--- src/hdl/assert_macros.svh ---
// ----------------------------------------------------------------------------
// assert_macros.svh
// Assertion wrappers on clk, with and without the reset guard.
// ----------------------------------------------------------------------------
`ifndef ASSERT_MACROS_SVH
`define ASSERT_MACROS_SVH

// checked only outside reset
`define ASSERT_CLK(label, prop, msg) \
  label: assert property (@(posedge clk) disable iff (rst) prop) else $error(msg);

// checked on every edge, reset included
`define ASSERT_ALL(label, prop, msg) \
  label: assert property (@(posedge clk) prop) else $error(msg);

`endif

--- src/hdl/slit_pkg.sv ---
// ----------------------------------------------------------------------------
// slit_pkg
// Types and constants of the sorted leaf table.
// ----------------------------------------------------------------------------
package slit_pkg;

  localparam int MAX_CELLS    = 16;
  localparam int PAYLOAD_BITS = 64;
  localparam int KEY_W        = 64;
  localparam int PAY_W        = 64;
  localparam int IDX_W        = $clog2(MAX_CELLS);
  localparam int CNT_W        = $clog2(MAX_CELLS + 1);

  typedef enum logic [1:0] {
    MODE_INSERT = 2'd0,
    MODE_READ   = 2'd1,
    MODE_MAX    = 2'd2,
    MODE_CLEAR  = 2'd3
  } mode_t;

  typedef enum logic [2:0] {
    ST_OK    = 3'd0,
    ST_FULL  = 3'd1,
    ST_DUP   = 3'd2,
    ST_EMPTY = 3'd3,
    ST_RANGE = 3'd4
  } status_t;

  typedef struct packed {
    mode_t            mode;
    logic [KEY_W-1:0] key;
    logic [PAY_W-1:0] payload;
    logic [3:0]       cell_index;
  } req_t;

  typedef struct packed {
    status_t          status;
    logic [KEY_W-1:0] out_key;
    logic [PAY_W-1:0] out_payload;
    logic [4:0]       cell_count;
    logic [3:0]       slot;
  } rsp_t;

  typedef struct packed {
    logic [KEY_W-1:0]        key;
    logic [PAYLOAD_BITS-1:0] payload;
  } cell_data_t;

  typedef struct packed {
    logic       ins_en;
    cell_data_t data;
  } bcast_t;

  typedef struct packed {
    logic lt;
    logic eq;
  } cell_stat_t;

endpackage

--- src/hdl/slit_cell.sv ---
// ----------------------------------------------------------------------------
// slit_cell
// One table cell: compares its key with the broadcast key and, on insert,
// keeps its entry, takes the new entry, or takes its left neighbor's.
// ----------------------------------------------------------------------------
module slit_cell import slit_pkg::*; (
  input  logic       clk,
  input  bcast_t     bc,
  input  logic       valid,
  input  logic       left_lt,
  input  cell_data_t left,
  output cell_data_t data,
  output cell_stat_t stat
);

  assign stat.lt = valid && (data.key < bc.data.key);
  assign stat.eq = valid && (data.key == bc.data.key);

  always_ff @(posedge clk) begin
    if (bc.ins_en && !stat.lt) begin
      data <= left_lt ? bc.data : left;
    end
  end

endmodule

--- config.mk ---
export PLATFORM = sky130hd
export DESIGN_NAME = slit_cell
export DESIGN_NICKNAME = d
export VERILOG_FILES = /design/src/hdl/assert_macros.svh /design/src/hdl/slit_pkg.sv /design/src/hdl/slit_cell.sv
export SDC_FILE = /design/constraint.sdc
export NUM_CORES = 1
export LEC_CHECK = 0
export ABC_AREA = 1
export ABC_CLOCK_PERIOD_IN_PS = 8600
export BUFFER_PORTS_ARGS = -buffer_cell sky130_fd_sc_hd__buf_2
export CORE_AREA = 2 2 151 153
export DETAILED_ROUTE_END_ITERATION = 7
export DIE_AREA = 0 0 153 155
export PLACE_DENSITY_LB_ADDON = 0.25
export SLEW_MARGIN = 20
export SYNTH_ARGS = -nofsm -noshare
export SYNTH_HDL_FRONTEND = slang
export SYNTH_SLANG_ARGS = --single-unit
--- constraint.sdc ---
create_clock -name clk -period 8.6 [get_ports clk]
set_clock_uncertainty 0.1 [all_clocks]
set_input_delay 0 -clock clk [delete_from_list [all_inputs] [get_ports clk]]
set_output_delay 0 -clock clk [all_outputs]
set_load 0.005 [all_outputs]
## Word level (Yosys, flattened, before mapping)

Index checks and enable logic that the tools add are counted.

| cells by class | value |
|---|---|
| reduce and logical (&&, ||, !) cells | 4 |
| $lt $le $gt $ge | 1 |
| equality and inequality tests | 1 |
| multiplexer cells | 1 |

Operators by type and width:

| cell | count |
|---|---|
| 128-bit two-way mux | 1 |
| 64-bit equality test | 1 |
| 64-bit < comparator | 1 |
| 1-bit logical AND | 3 |
| 1-bit zero test | 1 |

| word-level totals | value |
|---|---|
| output and inout bits | 130 |
| input port bits | 260 |
| bits in registers | 128 |

## Longest topological paths before layout

Gate-level depths: netlist of the first run.

| logic depth | value |
|---|---|
| depth after elaboration | 4 |
| mapped depth | 15 |
| gate-level depth less buffers | 15 |

## Least setup slack after synthesis of the first run

No wires, ideal clock.

| timing path | value |
|---|---|
| path type | register to register |
| start point | register data[119] in the netlist's numbering |
| end point | register data[0] in the netlist's numbering, enable pin |
| path buffers | 0 |
| setup slack | 4.151 ns |
| library setup time | 0.481 ns |
| data arrival time | 3.868 ns |
| clock period less this slack | 4.449 ns |
| cell stages (with the launch flop) | 12 |
| path through | edfxtp_1 ha_1 nand2_1 nor2_1 nand2_2 nor2_4 nand2_2 nor2_2 nand2_1 nand4_2 nand2_1 inv_1 |

| on the way | value |
|---|---|
| cells in the longest elaborated chain, start to end | 4 |

RTL lines:

| what | RTL line | source |
|---|---|---|
| start, declared | slit_cell.sv:12 | `output cell_data_t data,` |
| start signal, assigned | slit_cell.sv:21 | `data <= left_lt ? bc.data : left;` |
| 64-bit < comparator | slit_cell.sv:16 | `assign stat.lt = valid && (data.key < bc.data.key);` |
| 1-bit logical AND | slit_cell.sv:16 |  |
| 1-bit zero test | slit_cell.sv:20 | `if (bc.ins_en && !stat.lt) begin` |
| 1-bit logical AND | slit_cell.sv:20 |  |

Every way passes these cells.
A chain may end at the register's enable or synchronous reset.

## Worst setup path after layout of the first run

| timing path | value |
|---|---|
| start point | register data[119] in the netlist's numbering |
| end point | register data[122] in the netlist's numbering, enable pin |

The elaborated chain is that of the path after synthesis.

==> results of run 1 <==
## critical path: cells and delay by family (launching register included)
kind	cells	cell delay, ns
flops	1	0.39
fa+ha+maj	1	0.31
simple gates	9	0.96
buf+inv	2	1.37
## power groups by stage
| stage | Clock (uW) | Combinational (uW) | Sequential, uW |
|---|---|---|---|
| 6_report | 720 | 410 | 770 |
| 5_1_grt | 758 | 454 | 775 |
| 4_1_cts | 733 | 406 | 769 |
| 3_5_place_dp | 0 | 294 | 782 |
| 3_3_place_gp | 0 | 291 | 780 |
| 2_1_floorplan | 0 | 141 | 792 |
## per-stage QoR
stage	util (%)	setup WS (ns)	hold WS, ns
global placement	41.7	4.99	0.202
CTS	55.8	4.90	0.247
detailed placement	41.7	4.91	0.204
global route	55.8	4.66	0.285
floorplan	-	4.15	0.120
finish	55.8	5.00	0.216
## layer usage
layer	GRT usage [%]	vias to the layer above	wire, um
met1	21.4	3203	9280
met5	0	-	7
li1	-	3513	-
met3	6.74	50	1890
met4	8.16	2	686
met2	36.0	288	12300
## final cells by class
type | count | area (um^2)
diodes | 1 | 2.50
flip-flops and latches | 128 | 3840
well taps | 285 | 357
repair buffers | 647 | 4530
inverters | 90 | 340
fillers | 1913 | 9820
multi-input cells | 406 | 2760
clock inverters | 15 | 148
clock buffers | 17 | 425
## cells in the final DEF, fill, tap and decap left out, types with 3 or more instances in the layout
cell type / netlist / routed
sky130_fd_sc_hd__a21o_1: 3 / 3
sky130_fd_sc_hd__a21oi_1: 85 / 85
sky130_fd_sc_hd__buf_2: 16 / 388
sky130_fd_sc_hd__clkbuf_16: 0 / 17
sky130_fd_sc_hd__clkinv_4: 0 / 3
sky130_fd_sc_hd__dlygate4sd3_1: 0 / 256
sky130_fd_sc_hd__edfxtp_1: 128 / 128
sky130_fd_sc_hd__ha_1: 64 / 64
sky130_fd_sc_hd__inv_1: 90 / 89
sky130_fd_sc_hd__inv_6: 0 / 7
sky130_fd_sc_hd__mux2_2: 65 / 65
sky130_fd_sc_hd__nand2_1: 79 / 79
sky130_fd_sc_hd__nand2_2: 4 / 4
sky130_fd_sc_hd__nand3_1: 6 / 6
sky130_fd_sc_hd__nand4_1: 3 / 3
sky130_fd_sc_hd__nor2_1: 82 / 82
sky130_fd_sc_hd__nor2_2: 4 / 4
sky130_fd_sc_hd__o21ai_0: 4 / 4
## path summary, 6_finish.rpt
kind / start / to / slack, ns / cells after the start
setup / recovery: data[119] / data[122] / 5.00 / 12
hold / removal: bc[128] / data[125] / 0.22 / 3
setup reg to reg: data[119] / data[122] / 5.00 / 12
hold reg to reg: data[72] / data[125] / 1.50 / 9
## cell families after synthesis
logic type                 share of synthesized area (%)
DFF                                                 54.6
adders and majority gates                           11.4
buffers and inverters                               6.20
and+or+nand+nor                                     10.7
muxes                                               10.4
AOI/OAI and AO/OA                                   6.75
==> results, run 1 <==
- The flow ran to the end, and the final reports show no timing, DRC or antenna violations.
- Setup violations remaining at the end of the flow were counted as 0.
- The critical path in this run is classified as flip-flop to flip-flop.
- After clock tree synthesis, the flow added hold-fix buffers numbering 256.
- Of all flip-flops after synthesis, the portion carrying an async set or reset was 0%.
- The clock edge transition at the registers on the reported setup and hold paths is 0.06 ns.
- The transition time at the pin with the least slew margin is 1.01 ns.
- In the routed layout, each cell is associated on average with a via count of 4.44.
- Across the run, the number of max-cap violations was 0.
- Dividing the detail-routed wire length by the instance count gives 15.2 um.
- The synthesized net count is 969.
- Detailed placement finished with a half-perimeter wire length of 16,300 um.
- The share of power burned in combinational logic is 21.6%.
- Adding up every negative setup slack in the final design gives 0 ns.
- The register bit count reported by yosys is 128.
- The insertion delay of the later-clocked pin in the worst-skew pair is 0.43 ns.
- For this block, the initial DRC count from the detailed router was 371.
- The kind of start point of the critical path is a flip-flop.
- In this run the clock root is driven by a sky130_fd_sc_hd__clkbuf_16.
- Leaving out filler cells and counting taps, the final layout contains 1,589.
- Counting flops per register, the top entry is data.
- On the worst path, the slowest cell contributes a delay of 0.81 ns.
- The final number of max-transition violations was 0.
- The count of H-tree levels built during CTS is 4.
- The congestion estimate from routability-driven global placement came to 0.803.
- Counting every instance in the synthesized netlist gives 645.
- The portion of total power attributed to the clock network is 37.9%.
- The critical path goes through ha_1 -> nand2_1 -> nor2_1 -> nand2_2 -> nor2_4 -> nand2_2 -> nor2_2 -> nand2_1 -> nand4_2 -> nand2_1 -> inv_4 -> buf_4.
- The category of the worst setup path capture point is a flip-flop.
- The sequential-to-total area share from yosys stat is 54.6%.
- The endpoint required time on the critical path is 8.55 ns.
- By count the netlist is led by sky130_fd_sc_hd__edfxtp_1 (128), sky130_fd_sc_hd__inv_1 (90), sky130_fd_sc_hd__a21oi_1 (85), sky130_fd_sc_hd__nor2_1 (82), sky130_fd_sc_hd__nand2_1 (79).
- Once placement completed, the tool counted placed cells totaling 1,300.
- The worst hold path belongs to the class input port to flip-flop.
- The Yosys step of the flow raised 0 warnings.
- The largest net degree at the start of global routing is 100.
- The number of flip-flops under the largest register name is 128.
- The final global-route overflow total is 0.
- The synthesized design contains 128 enable-type register cells.
- In this run the power density over the cells is 153 nW/um^2.
- The largest buffer count on any clock path is 2.
- The count of unique library cells instantiated by Yosys is 22.
- For this run, design rule violations remaining after detail routing come to 0.
- Measured along the y axis, the die boundary spans 155 um.
- sky130_fd_sc_hd__edfxtp_1 takes more of the synthesized area than any other cell.
- After routing the design area is 12,400 um^2.
- Buffers inserted during clock tree synthesis total 17.
- The mean post-synth cell area is 10.9 um^2.
- Across every metal layer, demand over resource in global routing totals 19.9%.
- The via count of the routed design is 7,056.
- Setup repair after global routing left no endpoint under its margin.
- The cell with the most instances on the worst path is sky130_fd_sc_hd__nand2_1.
- The internal portion of the total power is 1390 uW.
- Gates resized during post-CTS repair numbered 0.
- After layout, the minimum clock period comes to 3.60 ns.
- The reported net switching power is 508 uW.
- Per report_power, the sequential group accounts for 40.5% of the total.
- The critical-path maximum fanout is 67.
- The routed design has 24,200 um of wire.
- The effective utilization at floorplan is 31.7%.
- The top-level I/O count is 390.
- At the end of the flow, the number of nets in the layout was 1,614.
- Once placement finished, the instance area stood at 9270 um^2.
- The number of global-route vias before repair came to 7,535.
- The placement row count is 55.
- CTS saw 128 sinks.
- The area enclosed by the die boundary is 23,700 um^2.
- Timing would allow up to 0.278 GHz.
- The worst path uses 41.9% of the clock period.
- The die width is 153 um.
- The share of cells above drive strength 1 is 38.2%.
- The switching share of total power is 26.7%.
- The cell with the biggest individual delay on the critical path is sky130_fd_sc_hd__buf_4.
- In the post-synthesis netlist, the cell with the most instances is sky130_fd_sc_hd__edfxtp_1.
- The most common flop cell mapped by yosys is sky130_fd_sc_hd__edfxtp_1.
- Compared with the post-synthesis result, the final layout area differs by 76.2%.
- The hold violation count in the final report is 0.
- The largest registers in the layout are data x128.
- Data on the critical path arrives at its endpoint at 3.55 ns.
- The worst max-slew margin expressed relative to the limit is 32.5%.
- The first detailed-routing pass took 5 iterations.
- The leakage dissipation is 0.00583 uW.
- The clock tree from TritonCTS is yes.
- The initial antenna violation count came to 2.
- After floorplanning, the core was sized to cover 22,200 um^2.
- During placement, the flow inserted port buffers numbering 389.
- The maximum resistive drop on vdd is 0.000131 V.
- Power comes to 1900 uW.
- The first-pass GRT wire length is 37,400 um.
- Post-CTS timing repair inserted 0 buffers for setup.
- The cell area after synthesis is 7040 um^2.
- In this run the biggest area consumer among cell types represents 54.6% of the synthesized area.
- The antenna violation net count after detailed routing is 0.
- Yosys attributes the largest share of cell area to sky130_fd_sc_hd__edfxtp_1 (55%), sky130_fd_sc_hd__ha_1 (11%), sky130_fd_sc_hd__mux2_2 (10%).
Power figures use the tool's default switching activity.
==> run 2: changes to the inputs <==
--- a/config.mk
+++ b/config.mk
@@ -5,8 +5,8 @@
 export SDC_FILE = /design/constraint.sdc
 export NUM_CORES = 1
 export LEC_CHECK = 0
-export ABC_AREA = 1
-export ABC_CLOCK_PERIOD_IN_PS = 8600
+export ABC_AREA = 0
+export ABC_CLOCK_PERIOD_IN_PS = 3200
 export BUFFER_PORTS_ARGS = -buffer_cell sky130_fd_sc_hd__buf_2
 export CORE_AREA = 2 2 151 153
 export DETAILED_ROUTE_END_ITERATION = 7
==> constraint.sdc (replaced) <==
create_clock -name clk -period 3.2 [get_ports clk]
set_clock_uncertainty 0.1 [all_clocks]
set_input_delay 0 -clock clk [delete_from_list [all_inputs] [get_ports clk]]
set_output_delay 0 -clock clk [all_outputs]
set_load 0.005 [all_outputs]
==> results, run 2 <==
- Run status: stopped before the end (was complete, no violations).
- It got as far as clock tree synthesis and failed there.
- The first error in the log reads "[ERROR RSZ-0060] Max buffer count reached".
- The number of sinks handled by clock tree synthesis is 128 (unchanged).
- The height of the chip came to 155 um (unchanged).
- Ranking of synthesized cells by area: sky130_fd_sc_hd__edfxtp_1 (54%), sky130_fd_sc_hd__mux2_2 (20%), sky130_fd_sc_hd__ha_1 (11%) (was sky130_fd_sc_hd__edfxtp_1 (55%), sky130_fd_sc_hd__ha_1 (11%), sky130_fd_sc_hd__mux2_2 (10%)).
- The register bit count reported by yosys is 128 (unchanged).
- The number of synthesized flops with an enable pin was 128 (unchanged).
- The count of buffers inserted at the top-level ports is 389 (unchanged).
- The count of unique library cells instantiated by Yosys was 35 (was 22).
- The mean post-synth cell area is 13.9 um^2 (was 10.9 um^2).
- The cell area after synthesis was 7060 um^2 (was 7040 um^2).
- The global placement routability congestion is 0.802 (was 0.803).
- The synthesized instance count is 508 (was 645).
- The synthesized net count is 832 (was 969).
- The count of buffers added by post-CTS timing repair for setup was 0 (unchanged).
- The effective utilization at floorplan came to 31.7% (about the same).
- The top-level I/O count is 390 (unchanged).
- The placement row count is 55 (unchanged).
- The die width was 153 um (unchanged).
- The fraction of registers with async set or reset after synthesis was 0% (unchanged).
- The count of H-tree levels built during CTS came to 4 (unchanged).
- The detailed placer's ending HPWL is 17,000 um (was 16,300 um).
- The total clock buffers created by CTS came to 17 (unchanged).
- The hold buffer count at CTS is 242 (was 256).
- The number of instances resized during post-cts repair is 0 (unchanged).
- The most common flop cell mapped by yosys is sky130_fd_sc_hd__edfxtp_1 (unchanged).
- The largest area contributor in the synthesized netlist is sky130_fd_sc_hd__edfxtp_1 (unchanged).
- The Yosys warning count came to 0 (unchanged).
- The fraction of post-synthesis cell area in the top cell type by area is 54.5% (was 54.6%).
- The largest buffer count on any clock path is 2 (unchanged).
- Most used standard cells in the synthesized netlist: sky130_fd_sc_hd__edfxtp_1 (128), sky130_fd_sc_hd__mux2_2 (128), sky130_fd_sc_hd__inv_1 (67), sky130_fd_sc_hd__ha_1 (64), sky130_fd_sc_hd__a21oi_1 (26) (was sky130_fd_sc_hd__edfxtp_1 (128), sky130_fd_sc_hd__inv_1 (90), sky130_fd_sc_hd__a21oi_1 (85), sky130_fd_sc_hd__nor2_1 (82), sky130_fd_sc_hd__nand2_1 (79)).
- The sequential-to-total area share from yosys stat came to 54.5% (was 54.6%).
- The CTS root buffer is sky130_fd_sc_hd__clkbuf_16 (unchanged).
==> run 2: cell count changes after synthesis, sizes merged, moves of 3 or more <==
| cell | previous run | this run |
|---|---|---|
| nor2 | 87 | 3 |
| nand2 | 83 | 17 |
| mux2 | 65 | 128 |
| a21oi | 85 | 27 |
| inv | 90 | 67 |
| nand4 | 4 | 14 |
| nor4 | 0 | 7 |
| o21ai | 4 | 10 |
| buf | 18 | 13 |
| a221oi | 0 | 3 |
| and4 | 0 | 3 |
| nand3 | 6 | 3 |
==> run 2: through the flow <==
stage	std cells	setup slack (ns)	hold slack, ns	area [um^2]
after floorplan	508	0.171	0.120	7070
after global placement	1174	0.254	0.202	9390
after detailed placement	1174	0.206	0.205	9390
==> run 2: cell families after synthesis <==
logic type      after synthesis  share of synthesized area (%)
compound gates               52                           4.70
fa+ha+maj                    64                           11.3
buf+inv                      81                           4.54
simple gates                 55                           4.52
mux                         128                           20.4
flops                       128                           54.5
==> run 3: changes to the inputs <==
--- a/config.mk
+++ b/config.mk
@@ -6,12 +6,12 @@
 export NUM_CORES = 1
 export LEC_CHECK = 0
 export ABC_AREA = 0
-export ABC_CLOCK_PERIOD_IN_PS = 3200
+export ABC_CLOCK_PERIOD_IN_PS = 4160
 export BUFFER_PORTS_ARGS = -buffer_cell sky130_fd_sc_hd__buf_2
-export CORE_AREA = 2 2 151 153
+export CORE_AREA = 2 2 153 155
 export DETAILED_ROUTE_END_ITERATION = 7
-export DIE_AREA = 0 0 153 155
-export PLACE_DENSITY_LB_ADDON = 0.25
+export DIE_AREA = 0 0 155 157
+export PLACE_DENSITY_LB_ADDON = 0.15
 export SLEW_MARGIN = 20
 export SYNTH_ARGS = -nofsm -noshare
 export SYNTH_HDL_FRONTEND = slang
==> constraint.sdc (replaced) <==
create_clock -name clk -period 4.16 [get_ports clk]
set_clock_uncertainty 0.1 [all_clocks]
set_input_delay 0 -clock clk [delete_from_list [all_inputs] [get_ports clk]]
set_output_delay 0 -clock clk [all_outputs]
set_load 0.005 [all_outputs]
==> results, run 3 <==
- The fraction of post-synthesis cell area in the top cell type by area is 54.5% (unchanged).
- Error msg: [ERROR RSZ-0060] Max buffer count reached (unchanged).
- The top-level I/O count was 390 (unchanged).
- The hold buffer count at CTS is 242 (unchanged).
- The largest area contributor in the synthesized netlist is sky130_fd_sc_hd__edfxtp_1 (unchanged).
- The stage where the flow stopped was clock tree synthesis (unchanged).
- The fraction of registers with async set or reset after synthesis is 0% (unchanged).
- The sequential-to-total area share from yosys stat is 54.5% (unchanged).
- The register bit count reported by yosys is 128 (unchanged).
- The Yosys warning count is 0 (unchanged).
- The cell area after synthesis was 7060 um^2 (unchanged).
- The count of buffers added by post-CTS timing repair for setup is 0 (unchanged).
- The synthesized net count is 832 (unchanged).
- Ranking of synthesized cells by area: sky130_fd_sc_hd__edfxtp_1 (54%), sky130_fd_sc_hd__mux2_2 (20%), sky130_fd_sc_hd__ha_1 (11%) (unchanged).
- The synthesized instance count is 508 (unchanged).
- The global placement routability congestion is 0.759 (was 0.802).
- The largest buffer count on any clock path is 2 (unchanged).
- The die width is 155 um (was 153 um).
- Run status: stopped before the end (unchanged).
- The most common flop cell mapped by yosys was sky130_fd_sc_hd__edfxtp_1 (unchanged).
- The CTS root buffer is sky130_fd_sc_hd__clkbuf_16 (unchanged).
- The detailed placer's ending HPWL is 17,500 um (was 17,000 um).
- The count of buffers inserted at the top-level ports came to 389 (unchanged).
- The count of H-tree levels built during CTS was 4 (unchanged).
- The standard cell area after detailed placement is 9350 um^2 (was 9390 um^2).
- The number of sinks handled by clock tree synthesis is 128 (unchanged).
- The number of instances resized during post-cts repair is 0 (unchanged).
- The height of the chip is 157 um (was 155 um).
- The mean post-synth cell area was 13.9 um^2 (unchanged).
- The placement row count is 55 (unchanged).
- The total clock buffers created by CTS is 17 (unchanged).
- The count of unique library cells instantiated by Yosys is 35 (unchanged).
- Most used standard cells in the synthesized netlist: sky130_fd_sc_hd__edfxtp_1 (128), sky130_fd_sc_hd__mux2_2 (128), sky130_fd_sc_hd__inv_1 (67), sky130_fd_sc_hd__ha_1 (64), sky130_fd_sc_hd__a21oi_1 (26) (unchanged).
- The effective utilization at floorplan is 31.4% (was 31.7%).
- The total instance count after detailed placement was 1,172 (was 1,174).
- The number of synthesized flops with an enable pin came to 128 (unchanged).
run 3: cell counts after synthesis:
No cell type changed its count.
run 3: logic make-up after synthesis:
group,Yosys count,synth area share (%)
buffers and inverters,81,4.54
adders and majority gates,64,11.3
and+or+nand+nor,55,4.52
DFF,128,54.5
muxes,128,20.4
AOI/OAI and AO/OA,52,4.70
run 3: through the flow:
stage	setup WS, ns	hold WS [ns]
after floorplan	0.481	0.120
after global placement	0.633	0.201
after detailed placement	0.538	0.205
